`src/rtl/core/ttcb_pkg.sv`:
```
// ----------------------------------------------------------------------------
// ttcb_pkg
// Shared types, codes and constants of the text terminal character buffer.
// ----------------------------------------------------------------------------
package ttcb_pkg;

    localparam int ROWS_DEFAULT        = 24;
    localparam int MAX_COLUMNS_DEFAULT = 80;
    localparam int NARROW_COLUMNS      = 40;

    localparam int IN_DATA_W  = 24;
    localparam int IN_USER_W  = 2;
    localparam int OUT_DATA_W = 24;
    localparam int CFG_IDX_W  = 2;
    localparam int CFG_DATA_W = 16;

    localparam logic [1:0] REQ_WRITE = 2'd0;
    localparam logic [1:0] REQ_READ  = 2'd1;
    localparam logic [1:0] REQ_TICK  = 2'd2;
    localparam logic [1:0] REQ_CLEAR = 2'd3;

    localparam logic [CFG_IDX_W-1:0] CFG_EIGHTY   = 2'd0;
    localparam logic [CFG_IDX_W-1:0] CFG_SCAN_DIM = 2'd1;
    localparam logic [CFG_IDX_W-1:0] CFG_BLINK    = 2'd2;

    localparam logic [6:0] CH_MASK   = 7'h7F;
    localparam logic [6:0] CH_CR     = 7'h0D;
    localparam logic [6:0] CH_LOW    = 7'h20;
    localparam logic [6:0] CH_HIGH   = 7'h5F;
    localparam logic [6:0] CH_SPACE  = 7'h20;
    localparam logic [6:0] CH_CURSOR = 7'h40;

    localparam logic [15:0] BLINK_RESET = 16'd250;

    typedef enum logic [1:0] {
        ST_IDLE,
        ST_EXEC,
        ST_FILL,
        ST_READ
    } ctrl_state_t;

    typedef struct packed {
        logic capture;
        logic exec_op;
        logic rd_issue;
        logic rd_finish;
        logic fill_step;
    } dp_cmd_t;

    typedef struct packed {
        logic is_read;
        logic needs_fill;
        logic fill_last;
    } dp_status_t;

endpackage

```
`src/rtl/core/ttcb_ctrl.sv`:
```
// ----------------------------------------------------------------------------
// ttcb_ctrl
// Sequencer of the character buffer: item intake, row fill, read and result.
// ----------------------------------------------------------------------------
module ttcb_ctrl
(
    input  logic                 clk,
    input  logic                 rst_n,
    input  logic                 s_tvalid,
    output logic                 s_tready,
    output logic                 m_tvalid,
    input  logic                 m_tready,
    input  ttcb_pkg::dp_status_t status,
    output ttcb_pkg::dp_cmd_t    cmd,
    output ttcb_pkg::ctrl_state_t state
);

    ttcb_pkg::ctrl_state_t state_reg;
    ttcb_pkg::ctrl_state_t state_next;
    logic                  out_valid_reg;
    logic                  out_valid_next;
    logic                  out_free;

    assign out_free = !out_valid_reg || m_tready;

    always_comb
    begin
        state_next = state_reg;
        unique case (state_reg)
            ttcb_pkg::ST_IDLE:
            begin
                if (s_tvalid)
                begin
                    state_next = ttcb_pkg::ST_EXEC;
                end
            end
            ttcb_pkg::ST_EXEC:
            begin
                if (status.is_read)
                begin
                    state_next = ttcb_pkg::ST_READ;
                end
                else if (status.needs_fill)
                begin
                    state_next = ttcb_pkg::ST_FILL;
                end
                else if (out_free)
                begin
                    state_next = ttcb_pkg::ST_IDLE;
                end
            end
            ttcb_pkg::ST_FILL:
            begin
                if (status.fill_last)
                begin
                    state_next = ttcb_pkg::ST_EXEC;
                end
            end
            ttcb_pkg::ST_READ:
            begin
                if (out_free)
                begin
                    state_next = ttcb_pkg::ST_IDLE;
                end
            end
            default:
            begin
                state_next = ttcb_pkg::ST_IDLE;
            end
        endcase
    end

    always_comb
    begin
        s_tready      = 1'b0;
        cmd           = '0;
        unique case (state_reg)
            ttcb_pkg::ST_IDLE:
            begin
                s_tready    = 1'b1;
                cmd.capture = s_tvalid;
            end
            ttcb_pkg::ST_EXEC:
            begin
                cmd.rd_issue = status.is_read;
                cmd.exec_op  = !status.is_read && !status.needs_fill && out_free;
            end
            ttcb_pkg::ST_FILL:
            begin
                cmd.fill_step = 1'b1;
            end
            ttcb_pkg::ST_READ:
            begin
                cmd.rd_finish = out_free;
            end
            default:
            begin
                cmd = '0;
            end
        endcase
    end

    always_comb
    begin
        out_valid_next = out_valid_reg;
        if (cmd.exec_op || cmd.rd_finish)
        begin
            out_valid_next = 1'b1;
        end
        else if (m_tready)
        begin
            out_valid_next = 1'b0;
        end
    end

    always_ff @(posedge clk or negedge rst_n)
    begin
        if (!rst_n)
        begin
            state_reg     <= ttcb_pkg::ST_IDLE;
            out_valid_reg <= 1'b0;
        end
        else
        begin
            state_reg     <= state_next;
            out_valid_reg <= out_valid_next;
        end
    end

    assign m_tvalid = out_valid_reg;
    assign state    = state_reg;

endmodule

```
`config.mk`:
```
export PLATFORM = sky130hd
export DESIGN_NAME = ttcb_ctrl
export DESIGN_NICKNAME = d
export VERILOG_FILES = /design/src/rtl/core/ttcb_pkg.sv /design/src/rtl/core/ttcb_ctrl.sv
export SDC_FILE = /design/constraint.sdc
export NUM_CORES = 1
export LEC_CHECK = 0
export BUFFER_PORTS_ARGS = -buffer_cell sky130_fd_sc_hd__clkbuf_2
export CAP_MARGIN = 20
export CELL_PAD_IN_SITES_DETAIL_PLACEMENT = 1
export CELL_PAD_IN_SITES_GLOBAL_PLACEMENT = 2
export CORE_AREA = 4 4 41 43
export CTS_CLUSTER_SIZE = 24
export DETAILED_ROUTE_END_ITERATION = 10
export DIE_AREA = 0 0 45 47
export PLACE_DENSITY = 0.69
export SETUP_SLACK_MARGIN = 0.5
export SYNTH_ARGS = -nofsm -noshare
export SYNTH_HDL_FRONTEND = slang
export SYNTH_SLANG_ARGS = --single-unit
```
`constraint.sdc`:
```
create_clock -name clk -period 1.3 [get_ports clk]
set_clock_uncertainty 0.05 [all_clocks]
set_input_delay 0.26 -clock clk [delete_from_list [all_inputs] [get_ports clk]]
set_output_delay 0.26 -clock clk [all_outputs]
set_load 0.005 [all_outputs]
```
==> run summary, run 1 <==
TIMING
-------------------------------------------------------------------------------------
Worst slew pin tran                                                          0.182 ns
Endpoints failing setup                                                             7
Final Cycle Share                                                                1.16
Timing-limited maximum frequency                                            0.662 GHz
Relative slew slack                                                             0.875
Setup slack after layout                                                    -0.211 ns
Post-route minimum period                                                     1.51 ns
Final Slew Violations                                                               0
Setup repair after global routing missed its margin                               yes
Fin. Hold Viols                                                                     0

CLOCKING
-------------------------------------------------------------------------------------
Buffers from clock root to sink, at most                                            2
Number of buffers created by CTS                                                    3
Clock sink count                                                                    3
CTS tree                                                                          yes
Clock-pin slew of the registers on the worst-case setup and hold paths        0.04 ns
Root buffer cell                                                         sky130_fd_sc_hd__clkbuf_4
Worst skew pair latency                                                       0.24 ns
H-tree levels                                                                       1

SETUP PATH
-------------------------------------------------------------------------------------
Category of the worst setup path capture point                           primary output
Crit path DAT                                                                 1.20 ns
CP Data Required Time                                                         0.99 ns
CP Max Fanout                                                                       2
Worst r2r path cells                                                                5
Setup crit start                                                             m_tvalid
RR Startpoint                                                                m_tvalid
Setup slack of the worst register-to-register path                           -0.01 ns
Worst setup path class                                                        reg2out
End of the worst register-to-register path                                   state[0]
Kind of launch point of the worst setup path                                     flop

LAYOUT
-------------------------------------------------------------------------------------
Fin util                                                                        0.389
Fraction of layout cells with a size suffix above 1                             0.792
Post-Layout Cell Count                                                             68
Number of flip-flops in the largest register                                        2
Final antenna diode count                                                           0
Post-route cell area                                                        507 sq um
Area growth syn-to-layout                                                        129%
Final net count                                                                    61

ROUTE
-------------------------------------------------------------------------------------
Average wire length per cell after detail routing                        15.3 microns
1st-pass router iterations                                                          3
Detailed Route WL                                                        1040 microns
Post-detailed-route via-to-cell ratio                                            4.34
Count of nets left with antenna violations after detail routing                     0
Remaining routing DRC violations                                                    0
Total number of vias                                                              295
Iteration-0 DRC Markers                                                             1

POWER AND IR DROP
-------------------------------------------------------------------------------------
Fraction of power spent switching nets                                          0.373
Power consumption                                                             1.25 mW
Sequential share of power                                                       0.176
Total power divided by cell area                                         2460 nW/um^2
Switching power                                                              0.465 mW
Worst ir drop on vdd                                                         0.859 mV
Clock Power Share                                                               0.140
Leakage dissipation                                                          0.247 nW
Combinational cell fraction of total power                                      0.685
Cell internal power dissipation                                              0.782 mW

PLACE
-------------------------------------------------------------------------------------
Area after detailed placement                                               348 sq um
Input/output buffers                                                               15
Sum of net half-perimeters after detailed placement                       674 microns
Placed cell count                                                                  56
Global placement routability congestion                                         0.771

FLOW RUN
-------------------------------------------------------------------------------------
Max cap viols                                                                       0

GRT
-------------------------------------------------------------------------------------
Total Routing Usage GR                                                          0.104
Global-route wire length before repair                                   1460 microns
Final global-route overflow total                                                   0
Vias in the first global route                                                    322
Largest net degree at the start of global routing                                   7
Number of antenna violations at the first check in global routing                   0

YOSYS
-------------------------------------------------------------------------------------
EDFF count, synth                                                                   0
Synthesized Nets                                                                   30
Fraction of the yosys area taken by sequential cells                            0.339
Top cell type by total area after synthesis                              sky130_fd_sc_hd__dfrtp_1
Leading post-synthesis cells by cell area                                sky130_fd_sc_hd__dfrtp_1, sky130_fd_sc_hd__a221oi_2, sky130_fd_sc_hd__nor4b_2, sky130_fd_sc_hd__nand2b_4, sky130_fd_sc_hd__buf_6
Adder-cell area share of the yosys netlist                                          0
Combined area of all synthesized cells                                      221 sq um
Synthesis-stage register bit count                                                  3
Dominant combinational cell family by area after synthesis               simple AND/OR/NAND/NOR gates
Multiplexer share of the synthesized area                                      0.0452
Most common library cells after synthesis                                sky130_fd_sc_hd__dfrtp_1, sky130_fd_sc_hd__nor2_1
Synth warnings                                                                      0
Asr flop ratio synth                                                             1.00
Count of cell types in the netlist                                                 19
Main synth FF type                                                       sky130_fd_sc_hd__dfrtp_1
Synthesized area per cell                                                  9.63 sq um
Top cell type's share of synthesized area                                       0.339
Post-synthesis instance total                                                      23
Simple-Gate Fraction of Synth Area                                              0.356
XOR/XNOR share of the synthesized area                                              0
Synthesized-area fraction occupied by ao, oa, aoi and oai cells                 0.175

FLOORPLAN
-------------------------------------------------------------------------------------
CORE AREA                                                                  1300 sq um
Die span in x                                                              45 microns
Number of top-level design ports                                                   16
Effective utilization at floorplan                                              0.170
Die footprint                                                              2120 sq um
Vert. Die Dim                                                              47 microns
Placement row count                                                                13

WORST HOLD PATH
-------------------------------------------------------------------------------------
Min-Delay Path Class                                                         in2async

RUN STATUS
-------------------------------------------------------------------------------------
Failing checks                                                           setup timing
Result of the run                                                        finished with violations

-- final cells by class --
cell class	count	area, sq um
Sequential cell	3	77.6
Timing Repair Buffer	27	218
Multi-Input combinational cell	17	156
Tap cell	15	18.8
Clock buffer	4	26.3
Inverter	2	10.0
Fill cell	157	795
-- how the worst max path moves through the flow --
stage	endpoint	slack [ns]
after detailed placement	cmd[3]	0.03
after global routing	cmd[3]	-0.28
after CTS	cmd[3]	-0.24
after global placement	state[1]	0.08
final	cmd[1]	-0.21
after floorplan	cmd[3]	0.18
-- worst max-delay path: stages (launching register included) --
cell and delay [ns]:
sky130_fd_sc_hd__dfrtp_1 0.37, sky130_fd_sc_hd__and2b_2 0.23, sky130_fd_sc_hd__buf_4 0.14, sky130_fd_sc_hd__nor3_2 0.09
sky130_fd_sc_hd__buf_2 0.13
-- cell usage in the layout (no fill, tap or decap) --
master / n
sky130_fd_sc_hd__and2b_2: 1
sky130_fd_sc_hd__and2_4: 1
sky130_fd_sc_hd__a21oi_1: 1
sky130_fd_sc_hd__nand2b_1: 1
sky130_fd_sc_hd__a31oi_1: 1
sky130_fd_sc_hd__dlygate4sd3_1: 1
sky130_fd_sc_hd__buf_4: 6
sky130_fd_sc_hd__mux2i_1: 1
sky130_fd_sc_hd__nand2b_4: 1
sky130_fd_sc_hd__nor2_1: 1
sky130_fd_sc_hd__clkbuf_1: 1
sky130_fd_sc_hd__dfrtp_1: 1
sky130_fd_sc_hd__clkbuf_4: 3
sky130_fd_sc_hd__inv_2: 1
sky130_fd_sc_hd__nor3_2: 1
sky130_fd_sc_hd__and3_4: 1
sky130_fd_sc_hd__nor3b_1: 1
sky130_fd_sc_hd__inv_4: 1
sky130_fd_sc_hd__buf_6: 10
sky130_fd_sc_hd__dfrtp_2: 2
sky130_fd_sc_hd__nor4b_2: 1
sky130_fd_sc_hd__nor2_4: 2
sky130_fd_sc_hd__buf_2: 3
sky130_fd_sc_hd__o31ai_1: 1
sky130_fd_sc_hd__a221oi_2: 1
sky130_fd_sc_hd__o21ai_1: 1
sky130_fd_sc_hd__clkbuf_2: 7
-- per-stage QoR --
step / setup WS, ns / TNS, ns / hold WS [ns]
final: -0.211 / -0.855 / 0.308
after global routing: -0.281 / -1.32 / 0.305
after CTS: -0.239 / -0.780 / 0.303
after detailed placement: 0.0277 / 0 / 0.0183
after global placement: 0.0782 / 0 / 0.0116
after floorplan: 0.184 / 0 / -0.0856
-- repair_timing --
item	4_1_cts	5_1_grt
buffers inserted	2	5
hold buffers	1	0
pin swaps	0	4
hold endpoints to repair	3	0
setup endpoints to repair	12	12
gates resized for setup	4	16
-- cell families (layout without fill, tap and decap cells) --
family / Yosys count / count (layout)
compound gates: 5 / 5
buf+inv: 3 / 33
flops: 3 / 3
mux: 1 / 1
simple gates: 11 / 11
-- metal layers --
layer | part of all wire | GRT usage | vias to the layer above | wire length [microns]
li1 | - | - | 142 | -
met1 | 0.40 | 0.119 | 139 | 413
met2 | 0.51 | 0.150 | 14 | 529
met3 | 0.096 | 0.0766 | 0 | 100
met4 | 0 | 0.0351 | 0 | 0
met5 | 0 | 0 | - | 0
-- power groups by stage --
stage	Clock [mW]	Combinational, mW	Sequential [mW]
floorplan	0	0.293	0.205
global placement	0	0.472	0.221
detailed placement	0	0.485	0.230
CTS	0.182	0.584	0.218
global route	0.194	0.918	0.226
finish	0.174	0.853	0.219
(Power assumes the default switching activity.)
==> run 2: changes to the inputs <==
==> config.mk (replaced) <==
export PLATFORM = sky130hd
export DESIGN_NAME = ttcb_ctrl
export DESIGN_NICKNAME = d
export VERILOG_FILES = /design/src/rtl/core/ttcb_pkg.sv /design/src/rtl/core/ttcb_ctrl.sv
export SDC_FILE = /design/constraint.sdc
export NUM_CORES = 1
export LEC_CHECK = 0
export CAP_MARGIN = 20
export CELL_PAD_IN_SITES_DETAIL_PLACEMENT = 1
export CELL_PAD_IN_SITES_GLOBAL_PLACEMENT = 2
export CORE_AREA = 4 4 41 43
export CTS_CLUSTER_SIZE = 24
export DETAILED_ROUTE_END_ITERATION = 10
export DIE_AREA = 0 0 45 47
export DONT_BUFFER_PORTS = 1
export PLACE_DENSITY = 0.5
export SETUP_SLACK_MARGIN = 0.2
export SYNTH_ARGS = -nofsm -noshare
export SYNTH_HDL_FRONTEND = slang
export SYNTH_SLANG_ARGS = --single-unit
==> run 2 against run 1 <==
  * The run still ends with setup timing left
  * Die area is the same
  * First-iteration DRC count grew 100%
  * Largest cell class is now multi-input gates
  * Largest power group unchanged
  * Clock power shrank 7%
==> run summary, run 2 (synthesis gave the netlist of run 1 again) <==
ROUTE
-------------------------------------------------------------------------------------
Total number of vias                                                              212   -28%
Remaining routing DRC violations                                                    0   unchanged
Post-detailed-route via-to-cell ratio                                            4.51   +4.0%
Average wire length per cell after detail routing                        14.1 microns   -8.3%
Count of nets left with antenna violations after detail routing                     0   unchanged
1st-pass router iterations                                                          2   -1
Detailed Route WL                                                         661 microns   -37%
Iteration-0 DRC Markers                                                             2   +1

RUN STATUS
-------------------------------------------------------------------------------------
Result of the run                                                        finished with violations
Failing checks                                                           setup timing

FLOORPLAN
-------------------------------------------------------------------------------------
Die footprint                                                              2120 sq um   unchanged
Placement row count                                                                13   unchanged
Vert. Die Dim                                                              47 microns   unchanged
Number of top-level design ports                                                   16   unchanged
CORE AREA                                                                  1300 sq um   unchanged
Effective utilization at floorplan                                              0.170   unchanged
Die span in x                                                              45 microns   unchanged

SETUP PATH
-------------------------------------------------------------------------------------
Buf+Inv Stages, Crit Path                                                           0   -2
Worst setup path class                                                        reg2out
Category of the worst setup path capture point                           primary output
CP Data Required Time                                                         0.99 ns   about the same
Crit path cell chain                                                     and2b_2, nor4b_4
Top delay family on crit path                                            simple AND/OR/NAND/NOR gates
Crit path max-delay cell type                                            sky130_fd_sc_hd__dfrtp_1
Slowest Stage Delay on Critical Path                                          0.38 ns   about the same
CP Max Fanout                                                                       3   +1
Crit path DAT                                                                 1.09 ns   -0.11 ns
Kind of launch point of the worst setup path                                     flop

WORST HOLD PATH
-------------------------------------------------------------------------------------
Min-Delay Path Class                                                           in2reg

TIMING
-------------------------------------------------------------------------------------
Setup slack after layout                                                   -0.0992 ns   +0.111 ns
Setup repair after global routing missed its margin                               yes
Worst slew pin tran                                                          0.224 ns   +0.0419 ns
Final Slew Violations                                                               0   unchanged
Tightest hold margin                                                         0.171 ns   -0.137 ns
Endpoints failing setup                                                             4   -3
Fin. Hold Viols                                                                     0   unchanged
Final Cycle Share                                                                1.08   -0.0858
Timing-limited maximum frequency                                            0.715 GHz   +8.0%
Post-route minimum period                                                     1.40 ns   -0.111 ns
Relative slew slack                                                             0.850   -0.0250

POWER AND IR DROP
-------------------------------------------------------------------------------------
Leakage dissipation                                                          0.145 nW   -41%
Clock Power Share                                                               0.188   +0.048
Combinational cell fraction of total power                                      0.548   -0.137
Switching power                                                              0.351 mW   -25%
Cell internal power dissipation                                              0.508 mW   -35%
Worst ir drop on vdd                                                         0.605 mV   -30%
Fraction of power spent switching nets                                          0.409   +0.0358
Sequential share of power                                                       0.264   +0.088
Total power divided by cell area                                         2500 nW/um^2   +1.8%

GRT
-------------------------------------------------------------------------------------
Largest net degree at the start of global routing                                   9   +2
Final global-route overflow total                                                   0   unchanged
Total Routing Usage GR                                                         0.0728   -0.0309
Number of antenna violations at the first check in global routing                   0   unchanged
Global-route wire length before repair                                   1060 microns   -28%
Vias in the first global route                                                    249   -23%

LAYOUT
-------------------------------------------------------------------------------------
Most frequent cells in the layout                                        sky130_fd_sc_hd__clkbuf_4, sky130_fd_sc_hd__buf_6, sky130_fd_sc_hd__nor2_1, sky130_fd_sc_hd__dfrtp_1, sky130_fd_sc_hd__buf_4
Fraction of layout cells with a size suffix above 1                             0.563   -0.230
Final antenna diode count                                                           0   unchanged
Number of flip-flops in the largest register                                        2   unchanged
Final net count                                                                    40   -34%
Area growth syn-to-layout                                                       54.8%
Post-route cell area                                                        343 sq um   -32%

CLOCKING
-------------------------------------------------------------------------------------
H-tree levels                                                                       1   unchanged
Number of buffers created by CTS                                                    3   unchanged
Buffers from clock root to sink, at most                                            2   unchanged
CTS tree                                                                          yes
Clock sink count                                                                    3   unchanged
Clock-pin slew of the registers on the worst-case setup and hold paths        0.04 ns   about the same
Root buffer cell                                                         sky130_fd_sc_hd__clkbuf_4
Worst skew pair latency                                                       0.23 ns   about the same

FLOW RUN
-------------------------------------------------------------------------------------
Max cap viols                                                                       0   unchanged

PLACE
-------------------------------------------------------------------------------------
Area after detailed placement                                               240 sq um   -31%
Global placement routability congestion                                         0.725   -6.0%
Input/output buffers                                                                0   -15
Sum of net half-perimeters after detailed placement                       472 microns   -30%

[run 2: cell count changes in the layout (fill, tap and decap cells not counted), moves of 3 or more]
cell,previous run,this run
sky130_fd_sc_hd__buf_4,6,2
sky130_fd_sc_hd__buf_6,10,3
sky130_fd_sc_hd__buf_2,3,0
sky130_fd_sc_hd__clkbuf_2,7,0
[run 2: repair_timing]
item                       in CTS  in global routing
hold buffers                    1                  0
gates resized for setup         8                  3
hold endpoints to repair        3                  0
setup endpoints to repair       8                 10
setup buffers                   4                  0
pin swaps                       2                  2
[run 2: path summary, 6_finish.rpt]
path / start / to / slack [ns] / cells after the start
setup reg to reg: m_tvalid / state[0] / 0.05 / 4
hold reg to reg: state[1] / state[1] / 0.62 / 2
setup / recovery: m_tvalid / cmd[3] / -0.1 / 2
max in group asynchronous: rst_n / state[0] / 0.81 / 1
min in group asynchronous: rst_n / state[1] / 0.23 / 1
hold / removal: status[2] / state[0] / 0.17 / 2
[run 2: per-layer routing]
| metal | share of wire | global-route usage |
|---|---|---|
| met5 | 0 | 0 |
| met3 | 0.079 | 0.0345 |
| met2 | 0.54 | 0.107 |
| met4 | 0 | 0.0702 |
| met1 | 0.38 | 0.0755 |
[run 2: per-stage QoR]
step	power (mW)	setup TNS, ns	setup slack (ns)	util	cells
5_1_grt	0.929	-0.545	-0.149	0.263	47
2_1_floorplan	0.459	0	0.184	-	23
3_3_place_gp	0.512	0	0.0937	0.185	38
4_1_cts	0.842	-0.307	-0.115	0.258	47
3_5_place_dp	0.511	0	0.101	0.185	38
6_report	0.859	-0.273	-0.0992	0.263	47
[run 2: cell type report]
class | instances | area [sq um]
Fill cell | 156 | 958
Multi-Input combinational cell | 17 | 153
Sequential cell | 3 | 76.3
Timing Repair Buffer | 6 | 58.8
Clock buffer | 4 | 26.3
Tap cell | 15 | 18.8
Inverter | 2 | 10.0
[run 2: worst reg2reg max path: stages (launching register included)]
cell                       delay [ns]
sky130_fd_sc_hd__dfrtp_1         0.38
sky130_fd_sc_hd__and2b_2         0.24
sky130_fd_sc_hd__buf_4           0.16
sky130_fd_sc_hd__a221oi_2        0.24
sky130_fd_sc_hd__a21oi_1         0.06
[run 2: power by group through the flow]
| stage | Combinational, mW | Clock, mW | Sequential, mW |
|---|---|---|---|
| 2_1_floorplan | 0.263 | 0 | 0.196 |
| 3_3_place_gp | 0.289 | 0 | 0.223 |
| 3_5_place_dp | 0.288 | 0 | 0.223 |
| 4_1_cts | 0.449 | 0.168 | 0.225 |
| 5_1_grt | 0.513 | 0.177 | 0.239 |
| 6_report | 0.470 | 0.161 | 0.227 |
